$ cat config.mk
export PLATFORM = sky130hd
export DESIGN_NAME = ack_retransmit_slot_table
export DESIGN_NICKNAME = d
export VERILOG_FILES = /design/src/rtl/ars_pkg.sv /design/src/rtl/ars_meta_ram.sv /design/src/rtl/ars_pay_ram.sv /design/src/rtl/ars_ctrl.sv /design/src/rtl/ack_retransmit_slot_table.sv
export SDC_FILE = /design/constraint.sdc
export NUM_CORES = 1
export LEC_CHECK = 0
export ABC_AREA = 1
export BUFFER_PORTS_ARGS = -buffer_cell sky130_fd_sc_hd__buf_2
export CELL_PAD_IN_SITES_DETAIL_PLACEMENT = 0
export CELL_PAD_IN_SITES_GLOBAL_PLACEMENT = 1
export CORE_MARGIN = 1
export CORE_UTILIZATION = 48
export CTS_CLUSTER_DIAMETER = 40
export CTS_CLUSTER_SIZE = 40
export DETAILED_ROUTE_END_ITERATION = 12
export PLACE_DENSITY_LB_ADDON = 0.25
export REMOVE_ABC_BUFFERS = 1
export SLEW_MARGIN = 20
export SYNTH_ARGS = -nofsm -noshare
export SYNTH_HDL_FRONTEND = slang
export SYNTH_HIERARCHICAL = 1
export SYNTH_SLANG_ARGS = --single-unit
$ cat constraint.sdc
create_clock -name clk -period 9.9 [get_ports clk]
set_input_delay 1.98 -clock clk [delete_from_list [all_inputs] [get_ports clk]]
set_output_delay 1.98 -clock clk [all_outputs]
set_load 0.1 [all_outputs]
$ cat src/rtl/ars_pkg.sv
`default_nettype none
package ars_pkg;

	localparam int SLOTS       = 4;
	localparam int MAX_PAYLOAD = 8;
	localparam int STAGE_DEPTH = 8;

	localparam int SLOT_W     = (SLOTS > 1) ? $clog2(SLOTS) : 1;
	localparam int STAGE_W    = $clog2(STAGE_DEPTH);
	localparam int PAY_IDX_W  = (MAX_PAYLOAD > 1) ? $clog2(MAX_PAYLOAD) : 1;
	localparam int PAY_ADDR_W = (SLOTS * MAX_PAYLOAD > 1) ? $clog2(SLOTS * MAX_PAYLOAD) : 1;
	localparam int LEN_W      = 4;
	localparam int CNT_W      = 4;
	localparam int HDR_BYTES  = 5;

	typedef logic [2:0] action_t;
	localparam action_t ACT_STAGE    = 3'd0;
	localparam action_t ACT_SEND     = 3'd1;
	localparam action_t ACT_TICK     = 3'd2;
	localparam action_t ACT_RX       = 3'd3;
	localparam action_t ACT_ANNOUNCE = 3'd4;

	typedef logic [1:0] ftype_t;
	localparam ftype_t FT_DATA     = 2'd0;
	localparam ftype_t FT_ACK      = 2'd1;
	localparam ftype_t FT_DISCOVER = 2'd2;
	localparam ftype_t FT_OFFER    = 2'd3;

	typedef logic [2:0] event_t;
	localparam event_t EV_BYTE   = 3'd0;
	localparam event_t EV_ACCEPT = 3'd1;
	localparam event_t EV_REFUSE = 3'd2;
	localparam event_t EV_ACKED  = 3'd3;
	localparam event_t EV_GIVEUP = 3'd4;

	typedef logic [2:0] reg_idx_t;
	localparam reg_idx_t REG_OWN_ADDR  = 3'd0;
	localparam reg_idx_t REG_GATEWAY   = 3'd1;
	localparam reg_idx_t REG_BCAST     = 3'd2;
	localparam reg_idx_t REG_TIMEOUT   = 3'd3;
	localparam reg_idx_t REG_RETRY_LIM = 3'd4;

	typedef struct packed {
		logic [7:0]       dest;
		logic [7:0]       seq;
		logic [LEN_W-1:0] len;
		logic [31:0]      stamp;
		logic [3:0]       tries;
	} slot_meta_t;

	typedef struct packed {
		logic              en;
		logic [SLOT_W-1:0] addr;
		slot_meta_t        data;
	} meta_wr_t;

	typedef struct packed {
		logic                  en;
		logic [PAY_ADDR_W-1:0] addr;
		logic [7:0]            data;
	} pay_wr_t;

	typedef struct packed {
		event_t     ev;
		logic [7:0] data;
		logic [1:0] slot;
		logic       frame_end;
	} result_t;

	function automatic logic [PAY_ADDR_W-1:0] pay_addr(input logic [SLOT_W-1:0] slot,
			input logic [PAY_IDX_W-1:0] idx);
		pay_addr = PAY_ADDR_W'(PAY_ADDR_W'(slot) * PAY_ADDR_W'(MAX_PAYLOAD))
			+ PAY_ADDR_W'(idx);
	endfunction

endpackage
`default_nettype wire

$ cat src/rtl/ars_meta_ram.sv
`default_nettype none
module ars_meta_ram import ars_pkg::*; (
	input  wire               clk,
	input  meta_wr_t          wr,
	input  wire  [SLOT_W-1:0] raddr,
	output slot_meta_t        rdata
);

	slot_meta_t mem [SLOTS];
	slot_meta_t rdata_q;

	always_ff @(posedge clk) begin
		if (wr.en) begin
			mem[wr.addr] <= wr.data;
		end
		rdata_q <= mem[raddr];
	end

	assign rdata = rdata_q;

endmodule
`default_nettype wire

$ cat src/rtl/ars_pay_ram.sv
`default_nettype none
module ars_pay_ram import ars_pkg::*; (
	input  wire                   clk,
	input  pay_wr_t               wr,
	input  wire  [PAY_ADDR_W-1:0] raddr,
	output logic [7:0]            rdata
);

	logic [7:0] mem [SLOTS * MAX_PAYLOAD];
	logic [7:0] rdata_q;

	always_ff @(posedge clk) begin
		if (wr.en) begin
			mem[wr.addr] <= wr.data;
		end
		rdata_q <= mem[raddr];
	end

	assign rdata = rdata_q;

endmodule
`default_nettype wire

$ cat src/rtl/ars_ctrl.sv
`default_nettype none
module ars_ctrl import ars_pkg::*; (
	input  wire                   clk,
	input  wire                   arst_n,
	input  wire                   in_valid,
	output logic                  in_ready,
	input  wire  [2:0]            in_action,
	input  wire  [7:0]            in_dest,
	input  wire  [7:0]            in_source,
	input  wire  [1:0]            in_kind,
	input  wire  [7:0]            in_seq,
	input  wire  [7:0]            in_len,
	input  wire  [7:0]            in_byte,
	input  wire  [2:0]            in_stage_idx,
	input  wire  [31:0]           in_now,
	input  wire                   cfg_valid,
	output logic                  cfg_ready,
	input  wire  [2:0]            cfg_index,
	input  wire  [15:0]           cfg_data,
	output logic                  out_valid,
	input  wire                   out_ready,
	output result_t               out_res,
	output logic                  out_last,
	output meta_wr_t              meta_wr,
	output logic [SLOT_W-1:0]     meta_raddr,
	input  slot_meta_t            meta_rdata,
	output pay_wr_t               pay_wr,
	output logic [PAY_ADDR_W-1:0] pay_raddr,
	input  wire  [7:0]            pay_rdata
);

	typedef enum logic [2:0] {
		ST_IDLE, ST_META_RD, ST_META_CHK, ST_FRAME, ST_EVENT, ST_FLUSH
	} state_t;

	typedef enum logic [1:0] {SRC_STAGE, SRC_RAM, SRC_OWN} src_t;

	state_t            state_q;
	logic [7:0]        own_addr_q;
	logic              gateway_q;
	logic [7:0]        bcast_q;
	logic [15:0]       timeout_q;
	logic [3:0]        retry_lim_q;
	logic [7:0]        next_seq_q;
	logic [SLOTS-1:0]  valid_q;
	logic [SLOT_W-1:0] s_q;
	logic              walk_ack_q;
	logic [CNT_W-1:0]  k_q;
	logic [7:0]        f_dst_q;
	ftype_t            f_type_q;
	logic [7:0]        f_seq_q;
	logic [LEN_W-1:0]  f_len_q;
	logic [SLOT_W-1:0] f_slot_q;
	src_t              f_src_q;
	logic              post_ev_q;
	logic              walk_q;
	event_t            ev_q;
	logic [SLOT_W-1:0] ev_slot_q;
	logic [31:0]       now_q;
	logic [7:0]        rx_seq_q;
	logic              pend_v_q;
	result_t           pend_q;
	logic              out_v_q;
	result_t           out_q;
	logic              out_last_q;
	logic [7:0]        stage_q [STAGE_DEPTH];

	logic              in_fire;
	logic              out_room;
	logic              gen_fire;
	logic              push;
	result_t           gen_res;
	logic [7:0]        fbyte;
	logic              fend;
	logic [CNT_W-1:0]  k_nxt;
	logic [CNT_W-1:0]  pidx;
	logic [CNT_W-1:0]  pidx_nxt;
	logic              any_free;
	logic [SLOT_W-1:0] free_slot;
	logic [LEN_W-1:0]  len_sat;
	logic [31:0]       elapsed;
	logic              timed_out;
	logic              mine;
	logic              last_slot;

	assign in_ready  = (state_q == ST_IDLE);
	assign cfg_ready = 1'b1;
	assign in_fire   = in_valid && in_ready;
	assign out_room  = !out_v_q || out_ready;
	assign gen_fire  = ((state_q == ST_FRAME) || (state_q == ST_EVENT))
		&& (!pend_v_q || out_room);
	assign push      = pend_v_q && (gen_fire || ((state_q == ST_FLUSH) && out_room));

	always_comb begin
		any_free  = 1'b0;
		free_slot = '0;
		for (int i = SLOTS - 1; i >= 0; i--) begin
			if (!valid_q[i]) begin
				any_free  = 1'b1;
				free_slot = SLOT_W'(i);
			end
		end
	end

	assign len_sat   = (in_len > 8'(MAX_PAYLOAD)) ? LEN_W'(MAX_PAYLOAD) : in_len[LEN_W-1:0];
	assign elapsed   = now_q - meta_rdata.stamp;
	assign timed_out = elapsed > {16'd0, timeout_q};
	assign mine      = (in_dest == own_addr_q) || (in_dest == bcast_q);
	assign last_slot = (s_q == SLOT_W'(SLOTS - 1));

	// The payload memory is addressed with the byte that will be on show next cycle.
	assign k_nxt     = gen_fire ? k_q + CNT_W'(1) : k_q;
	assign pidx      = k_q - CNT_W'(HDR_BYTES);
	assign pidx_nxt  = k_nxt - CNT_W'(HDR_BYTES);
	assign pay_raddr = pay_addr(f_slot_q, pidx_nxt[PAY_IDX_W-1:0]);
	assign meta_raddr = s_q;

	always_comb begin
		unique case (k_q)
			CNT_W'(0): fbyte = own_addr_q;
			CNT_W'(1): fbyte = f_dst_q;
			CNT_W'(2): fbyte = 8'(f_type_q);
			CNT_W'(3): fbyte = f_seq_q;
			CNT_W'(4): fbyte = 8'(f_len_q);
			default: begin
				unique case (f_src_q)
					SRC_RAM: fbyte = pay_rdata;
					SRC_OWN: fbyte = own_addr_q;
					default: fbyte = (pidx < CNT_W'(STAGE_DEPTH))
						? stage_q[pidx[STAGE_W-1:0]] : 8'd0;
				endcase
			end
		endcase
	end

	assign fend = (k_q == CNT_W'(HDR_BYTES - 1) + CNT_W'(f_len_q));

	always_comb begin
		if (state_q == ST_FRAME) begin
			gen_res.ev        = EV_BYTE;
			gen_res.data      = fbyte;
			gen_res.slot      = 2'(f_slot_q);
			gen_res.frame_end = fend;
		end else begin
			gen_res.ev        = ev_q;
			gen_res.data      = 8'd0;
			gen_res.slot      = 2'(ev_slot_q);
			gen_res.frame_end = 1'b0;
		end
	end

	always_comb begin
		meta_wr = '0;
		if (in_fire && (in_action == ACT_SEND) && any_free) begin
			meta_wr.en         = 1'b1;
			meta_wr.addr       = free_slot;
			meta_wr.data.dest  = in_dest;
			meta_wr.data.seq   = next_seq_q;
			meta_wr.data.len   = len_sat;
			meta_wr.data.stamp = in_now;
			meta_wr.data.tries = 4'd0;
		end else if ((state_q == ST_META_CHK) && !walk_ack_q && valid_q[s_q] && timed_out
				&& (meta_rdata.tries < retry_lim_q)) begin
			meta_wr.en         = 1'b1;
			meta_wr.addr       = s_q;
			meta_wr.data       = meta_rdata;
			meta_wr.data.stamp = now_q;
			meta_wr.data.tries = meta_rdata.tries + 4'd1;
		end
	end

	// A send copies each staged byte into its slot as the byte goes out.
	always_comb begin
		pay_wr      = '0;
		pay_wr.addr = pay_addr(f_slot_q, pidx[PAY_IDX_W-1:0]);
		pay_wr.data = fbyte;
		pay_wr.en   = gen_fire && (state_q == ST_FRAME) && (f_src_q == SRC_STAGE)
			&& (k_q >= CNT_W'(HDR_BYTES));
	end

	always_ff @(posedge clk) begin
		if (in_fire && (in_action == ACT_STAGE)) begin
			stage_q[in_stage_idx] <= in_byte;
		end
	end

	always_ff @(posedge clk or negedge arst_n) begin
		if (!arst_n) begin
			state_q     <= ST_IDLE;
			own_addr_q  <= 8'd0;
			gateway_q   <= 1'b0;
			bcast_q     <= 8'd255;
			timeout_q   <= 16'd2000;
			retry_lim_q <= 4'd3;
			next_seq_q  <= 8'd0;
			valid_q     <= '0;
			s_q         <= '0;
			walk_ack_q  <= 1'b0;
			k_q         <= '0;
			f_dst_q     <= 8'd0;
			f_type_q    <= FT_DATA;
			f_seq_q     <= 8'd0;
			f_len_q     <= '0;
			f_slot_q    <= '0;
			f_src_q     <= SRC_STAGE;
			post_ev_q   <= 1'b0;
			walk_q      <= 1'b0;
			ev_q        <= EV_BYTE;
			ev_slot_q   <= '0;
			now_q       <= 32'd0;
			rx_seq_q    <= 8'd0;
			pend_v_q    <= 1'b0;
			pend_q      <= '0;
			out_v_q     <= 1'b0;
			out_q       <= '0;
			out_last_q  <= 1'b0;
		end else begin
			if (cfg_valid && cfg_ready) begin
				unique case (cfg_index)
					REG_OWN_ADDR:  own_addr_q  <= cfg_data[7:0];
					REG_GATEWAY:   gateway_q   <= cfg_data[0];
					REG_BCAST:     bcast_q     <= cfg_data[7:0];
					REG_TIMEOUT:   timeout_q   <= cfg_data;
					REG_RETRY_LIM: retry_lim_q <= cfg_data[3:0];
					default: ;
				endcase
			end

			if (push) begin
				out_q      <= pend_q;
				out_last_q <= (state_q == ST_FLUSH);
				out_v_q    <= 1'b1;
			end else if (out_ready) begin
				out_v_q <= 1'b0;
			end

			if (gen_fire) begin
				pend_q   <= gen_res;
				pend_v_q <= 1'b1;
				k_q      <= k_q + CNT_W'(1);
			end else if ((state_q == ST_FLUSH) && out_room) begin
				pend_v_q <= 1'b0;
			end

			unique case (state_q)
				ST_IDLE: begin
					if (in_fire) begin
						now_q     <= in_now;
						rx_seq_q  <= in_seq;
						k_q       <= '0;
						post_ev_q <= 1'b0;
						walk_q    <= 1'b0;
						f_slot_q  <= '0;
						f_len_q   <= '0;
						f_src_q   <= SRC_STAGE;
						s_q       <= '0;
						unique case (in_action)
							ACT_SEND: begin
								if (!any_free) begin
									ev_q      <= EV_REFUSE;
									ev_slot_q <= '0;
									state_q   <= ST_EVENT;
								end else begin
									valid_q[free_slot] <= 1'b1;
									next_seq_q <= next_seq_q + 8'd1;
									f_dst_q    <= in_dest;
									f_type_q   <= FT_DATA;
									f_seq_q    <= next_seq_q;
									f_len_q    <= len_sat;
									f_slot_q   <= free_slot;
									post_ev_q  <= 1'b1;
									ev_q       <= EV_ACCEPT;
									ev_slot_q  <= free_slot;
									state_q    <= ST_FRAME;
								end
							end
							ACT_TICK: begin
								if (gateway_q) begin
									valid_q <= '0;
								end else begin
									walk_q     <= 1'b1;
									walk_ack_q <= 1'b0;
									state_q    <= ST_META_RD;
								end
							end
							ACT_RX: begin
								if (mine && gateway_q && (in_kind == FT_DATA)) begin
									f_dst_q  <= in_source;
									f_type_q <= FT_ACK;
									f_seq_q  <= in_seq;
									state_q  <= ST_FRAME;
								end else if (mine && gateway_q && (in_kind == FT_DISCOVER)) begin
									f_dst_q    <= in_source;
									f_type_q   <= FT_OFFER;
									f_seq_q    <= next_seq_q;
									f_len_q    <= LEN_W'(1);
									f_src_q    <= SRC_OWN;
									next_seq_q <= next_seq_q + 8'd1;
									state_q    <= ST_FRAME;
								end else if (in_kind == FT_ACK) begin
									walk_q     <= 1'b1;
									walk_ack_q <= 1'b1;
									state_q    <= ST_META_RD;
								end
							end
							ACT_ANNOUNCE: begin
								f_dst_q    <= bcast_q;
								f_type_q   <= FT_DISCOVER;
								f_seq_q    <= next_seq_q;
								next_seq_q <= next_seq_q + 8'd1;
								state_q    <= ST_FRAME;
							end
							default: ;
						endcase
					end
				end
				ST_META_RD: begin
					state_q <= ST_META_CHK;
				end
				ST_META_CHK: begin
					priority if (walk_ack_q && valid_q[s_q] && (meta_rdata.seq == rx_seq_q)) begin
						valid_q[s_q] <= 1'b0;
						ev_q         <= EV_ACKED;
						ev_slot_q    <= s_q;
						state_q      <= ST_EVENT;
					end else if (!walk_ack_q && valid_q[s_q] && timed_out) begin
						if (meta_rdata.tries < retry_lim_q) begin
							f_dst_q  <= meta_rdata.dest;
							f_type_q <= FT_DATA;
							f_seq_q  <= meta_rdata.seq;
							f_len_q  <= meta_rdata.len;
							f_slot_q <= s_q;
							f_src_q  <= SRC_RAM;
							k_q      <= '0;
							state_q  <= ST_FRAME;
						end else begin
							valid_q[s_q] <= 1'b0;
							ev_q         <= EV_GIVEUP;
							ev_slot_q    <= s_q;
							state_q      <= ST_EVENT;
						end
					end else begin
						if (last_slot) begin
							state_q <= ST_FLUSH;
						end else begin
							s_q     <= s_q + SLOT_W'(1);
							state_q <= ST_META_RD;
						end
					end
				end
				ST_FRAME: begin
					if (gen_fire && fend) begin
						priority if (post_ev_q) begin
							state_q <= ST_EVENT;
						end else if (walk_q && !last_slot) begin
							s_q     <= s_q + SLOT_W'(1);
							state_q <= ST_META_RD;
						end else begin
							state_q <= ST_FLUSH;
						end
					end
				end
				ST_EVENT: begin
					if (gen_fire) begin
						if (walk_q && !last_slot) begin
							s_q     <= s_q + SLOT_W'(1);
							state_q <= ST_META_RD;
						end else begin
							state_q <= ST_FLUSH;
						end
					end
				end
				ST_FLUSH: begin
					if (!pend_v_q || out_room) begin
						state_q <= ST_IDLE;
					end
				end
				default: state_q <= ST_IDLE;
			endcase
		end
	end

	assign out_valid = out_v_q;
	assign out_res   = out_q;
	assign out_last  = out_last_q;

	a_no_overwrite: assert property (@(posedge clk) disable iff (!arst_n)
		push |-> (!out_v_q || out_ready))
		else $error("held result overwritten before its transaction");

	a_flush_done: assert property (@(posedge clk) disable iff (!arst_n)
		((state_q == ST_FLUSH) && (!pend_v_q || out_room)) |=> (state_q == ST_IDLE))
		else $error("flush did not return to idle");

	a_frame_bound: assert property (@(posedge clk) disable iff (!arst_n)
		(state_q == ST_FRAME) |-> (k_q <= CNT_W'(HDR_BYTES - 1) + CNT_W'(f_len_q)))
		else $error("frame byte counter ran past the frame");

	a_idle_empty: assert property (@(posedge clk) disable iff (!arst_n)
		(state_q == ST_IDLE) |-> !pend_v_q)
		else $error("pending result left behind at idle");

endmodule
`default_nettype wire

$ cat src/rtl/ack_retransmit_slot_table.sv
// A send of L payload bytes gives L + 6 results, its frame bytes then its accept event; each result
// passes a pending register and then the output register, one result a cycle while the output is
// not stalled. A node-mode tick reads each slot's entry from the slot memory (read, then check state)
// before the results it emits. One item at a time: the input is ready again once the slot walk and
// the frame byte sequencer are done. Reset (arst_n low) clears all slots, the sequence counter,
// the output register and loads the register defaults; no memory clearing pass is needed.
`default_nettype none
module ack_retransmit_slot_table import ars_pkg::*; (
	input  wire         clk,
	input  wire         arst_n,
	input  wire         s_axis_tvalid,
	output logic        s_axis_tready,
	// dest_addr, source_addr, seq_num, payload_len, payload_byte, stage_index, now_time
	input  wire  [79:0] s_axis_tdata,
	// action, frame_kind
	input  wire  [4:0]  s_axis_tuser,
	output logic        m_axis_tvalid,
	input  wire         m_axis_tready,
	// event_res, frame_byte, slot_index
	output logic [15:0] m_axis_tdata,
	// frame_end
	output logic        m_axis_tuser,
	output logic        m_axis_tlast,
	input  wire         cfg_valid,
	output logic        cfg_ready,
	input  wire  [2:0]  cfg_index,
	input  wire  [15:0] cfg_data
);

	meta_wr_t              meta_wr;
	logic [SLOT_W-1:0]     meta_raddr;
	slot_meta_t            meta_rdata;
	pay_wr_t               pay_wr;
	logic [PAY_ADDR_W-1:0] pay_raddr;
	logic [7:0]            pay_rdata;
	result_t               res;

	ars_ctrl u_ctrl (
		.clk          (clk),
		.arst_n       (arst_n),
		.in_valid     (s_axis_tvalid),
		.in_ready     (s_axis_tready),
		.in_action    (s_axis_tuser[2:0]),
		.in_dest      (s_axis_tdata[7:0]),
		.in_source    (s_axis_tdata[15:8]),
		.in_kind      (s_axis_tuser[4:3]),
		.in_seq       (s_axis_tdata[23:16]),
		.in_len       (s_axis_tdata[31:24]),
		.in_byte      (s_axis_tdata[39:32]),
		.in_stage_idx (s_axis_tdata[42:40]),
		.in_now       (s_axis_tdata[74:43]),
		.cfg_valid    (cfg_valid),
		.cfg_ready    (cfg_ready),
		.cfg_index    (cfg_index),
		.cfg_data     (cfg_data),
		.out_valid    (m_axis_tvalid),
		.out_ready    (m_axis_tready),
		.out_res      (res),
		.out_last     (m_axis_tlast),
		.meta_wr      (meta_wr),
		.meta_raddr   (meta_raddr),
		.meta_rdata   (meta_rdata),
		.pay_wr       (pay_wr),
		.pay_raddr    (pay_raddr),
		.pay_rdata    (pay_rdata)
	);

	ars_meta_ram u_meta_ram (
		.clk   (clk),
		.wr    (meta_wr),
		.raddr (meta_raddr),
		.rdata (meta_rdata)
	);

	ars_pay_ram u_pay_ram (
		.clk   (clk),
		.wr    (pay_wr),
		.raddr (pay_raddr),
		.rdata (pay_rdata)
	);

	assign m_axis_tdata = {3'd0, res.slot, res.data, res.ev};
	assign m_axis_tuser = res.frame_end;

endmodule
`default_nettype wire

==> results.cfg <==
[sta]
fin_crit_ns = 5.64
slew_violations = 0
worst_pin_slew_ns = 1.13
rsz0062_at_grt = false
finalSetupViolations = 0
max_freq_mhz = 177
fin_crit_sh_pct = 57.0
fin_worst_skew_ns = 0.0430
relSlewSlack_pct = 24.7
final_hold_viol_count = 0
setup_tns_ns = 0

[layout]
final_core_util_pct = 55.3
syn_to_final_growth_pct = 14.2
drive_gt1_share_pct = 10.7
design_area_um2 = 41200
fin_nets = 4174

[run]
maxCapViolCount = 0

[floorplan]
dieArea_um2 = 76200
die_width_um = 276
start_util_pct = 48.4
pin_count = 130
die-height_um = 276
rows = 100
core_area_um2 = 74400

[setup_path]
crit_top_cell = nand2_1
cp_slowest_cell = buf_4
critPathCaptureType = register
cp.required_ns = 10.16
cp.arrival_ns = 5.90
crit_family = simple AND/OR/NAND/NOR gates
path_class = register to register
start_kind = register
worst-path-buf-inv = 5
reg2reg_from = u_ctrl/now_q[0]
crit_path_max_fanout = 54
cpPeakStageDelay_ns = 0.78
rr_worst_depth = 28
rr_endpoint = u_meta_ram/mem[2][7]
r2r_setup_slack_ns = 4.26

[routing]
wl_per_cell_um = 17.8
routed_wl_um = 90000
drt_iter0_drc = 1972
num_vias = 25800
drc = 0
dr.pass1.iters = 7
postRouteAntennaNets = 0
routed_via_density = 5.10

[synthesis]
synth_seq_cells = 771
ys_async_sr_fraction_pct = 21.1
postSynthCellCount = 3875
syn_avg_cell_area_um2 = 9.31
yosysWarnings = 6
synth_edf_count = 544
synth.cell_area_um2 = 36100
ys_seq_area_share_pct = 60.2
synth_ff_type = edfxtp_1
synth_cell_types = 62

[clocking]
cts_tree = built
clk_pin_slew_ns = 0.06
cts-resized-gates = 0
clk_latency_ns = 0.68
cts_max_level = 3
postCtsSetupBuffers = 0
cts_buffer_depth = 3
cts_hold_buf = 0
clockRootBuffer = clkbuf_16
cts_buffers = 107
cts_num_sinks = 771

[min_path]
worstHoldStart = u_ctrl/ev_q[1]
hp-class = register to register
worst_hold_path.endpoint = u_ctrl/ev_q[1]
holdPathStages = 2

[global_routing]
overflow = 0
grt_pass1_vias = 24900
grt_max_degree = 92
grt_pass1_wl_um = 141000
antenna_found_initial = 10
gr-usage-all-layers_pct = 23.7

[placement]
placed_area_um2 = 37300
gp_congestion = 0.878
hpwl_um = 57500
io_buffers = 120

[power]
peakVddDrop_uv = 263
p_leak_nw = 18.5
powerDensity_nw_per_um2 = 350
fin_total_pwr_mw = 14.4

[run_status]
outcome = finished, final reports clean
how the worst max path moves through the flow:
stage	from	endpoint	slack, ns	depth (start not counted)
final	u_ctrl/now_q[0]	u_meta_ram/mem[2][7]	4.26	28
after global routing	u_ctrl/k_q[0]	u_pay_ram/rdata[6]	3.86	16
after global placement	m_axis_tready	u_pay_ram/rdata[6]	3.76	17
after detailed placement	m_axis_tready	u_pay_ram/rdata[6]	3.75	17
after CTS	u_ctrl/now_q[0]	u_meta_ram/mem[2][7]	4.23	28
after floorplan	m_axis_tready	u_pay_ram/rdata[1]	-0.58	14
stage by stage:
stage          worst slack (ns)  cells  hold slack (ns)
4_1_cts                    4.23   5062            0.474
3_3_place_gp               3.76   4859            0.456
6_report                   4.26   5064            0.470
3_5_place_dp               3.75   4859            0.461
2_1_floorplan            -0.576   3731            0.442
5_1_grt                    3.86   5063            0.497
layer usage:
layer | routed length (µm) | global-route usage, % | vias up
met5 | 42 | 0 | -
met4 | 1930 | 7.16 | 8
met3 | 5430 | 4.03 | 140
met2 | 41200 | 37.6 | 673
met1 | 41400 | 33.5 | 12100
li1 | - | - | 12900
cell usage after synthesis (3+ instances only):
library cell	n	area share [%]
nand3_2	3	0.083
nand2_1	1253	13
a22oi_1	4	0.083
inv_1	574	6.0
nand4_1	21	0.36
a221oi_1	10	0.24
nor2_1	184	1.9
nand2_2	22	0.38
o221ai_1	20	0.49
nor3_1	19	0.26
a22o_1	8	0.19
o21ai_1	7	0.097
nor2_2	10	0.17
o31ai_1	3	0.062
a31oi_1	4	0.069
ha_1	65	2.3
inv_2	7	0.073
a32o_1	3	0.083
xnor2_1	10	0.24
o22ai_1	48	0.83
edfxtp_1	544	45
dfstp_2	16	1.2
dfrtp_1	147	10
a21oi_1	59	0.82
nand3_1	398	5.5
clkbuf_1	40	0.42
dfxtp_1	64	3.6
buf_1	6	0.062
o21ai_0	151	2.1
xor2_1	33	0.80
buf_6	37	1.2
buf_4	13	0.27
nand3b_1	4	0.083
nor4_1	4	0.069
buf_2	49	0.68
registers in the layout, summed over array words and instances (netlist names), 14 cells and up:
name	cells
u_ctrl/now_q	32
u_ctrl/out_res	14
u_ctrl/pend_q	14
u_ctrl/stage_q	64
u_ctrl/timeout_q	16
u_meta_ram/mem	224
u_meta_ram/rdata	56
u_pay_ram/mem	256
kinds of logic after synthesis:
group	after synthesis	synth area share (%)
buffers and inverters	729	8.71
multiplexers	2	0.0624
other	2	0.0208
AND/OR/NAND/NOR	1927	22.2
adder cells (fa/ha/maj)	66	2.31
XOR/XNOR	43	1.04
flip-flops	771	60.2
AO/OA/AOI/OAI	335	5.48
layout by cell type, fill, tap and decap left out, drive strengths merged, types with 8 or more instances in the layout:
| cell | n |
|---|---|
| nand3 | 402 |
| clkinvlp | 12 |
| nand4 | 21 |
| clkinv | 31 |
| bufinv | 9 |
| a22o | 8 |
| xor2 | 33 |
| o21ai | 159 |
| buf | 158 |
| a221oi | 10 |
| o22ai | 48 |
| nand2 | 1277 |
| dfxtp | 64 |
| o221ai | 20 |
| edfxtp | 544 |
| dfrtp | 147 |
| a21oi | 60 |
| nor2 | 194 |
| clkbuf | 122 |
| nor3 | 21 |
| xnor2 | 10 |
| ha | 65 |
| dfstp | 16 |
| inv | 613 |
power breakdown:
group	total [mW]	internal [mW]	switching [mW]
registers	4.46	4.15	0.310
clock network	3.96	2.37	1.59
logic	5.99	1.74	4.25
total	14.4	8.27	6.15
layout make-up:
class	count	area [µm²]
Antenna cell	2	5.00
Clock buffer	121	2830
Clock inverter	82	993
Fill cell	6580	33300
Inverter	583	2190
Multi-Input combinational cell	2377	11300
Sequential cell	771	21700
Tap cell	969	1210
Timing Repair Buffer	159	902
tightest hold or removal path, cell delays in order (launching register included):
cell	delay, ns
dfrtp_1	0.34
nand2_1	0.05
nand2_1	0.05
Note: power is estimated with default switching activity, not from simulation.
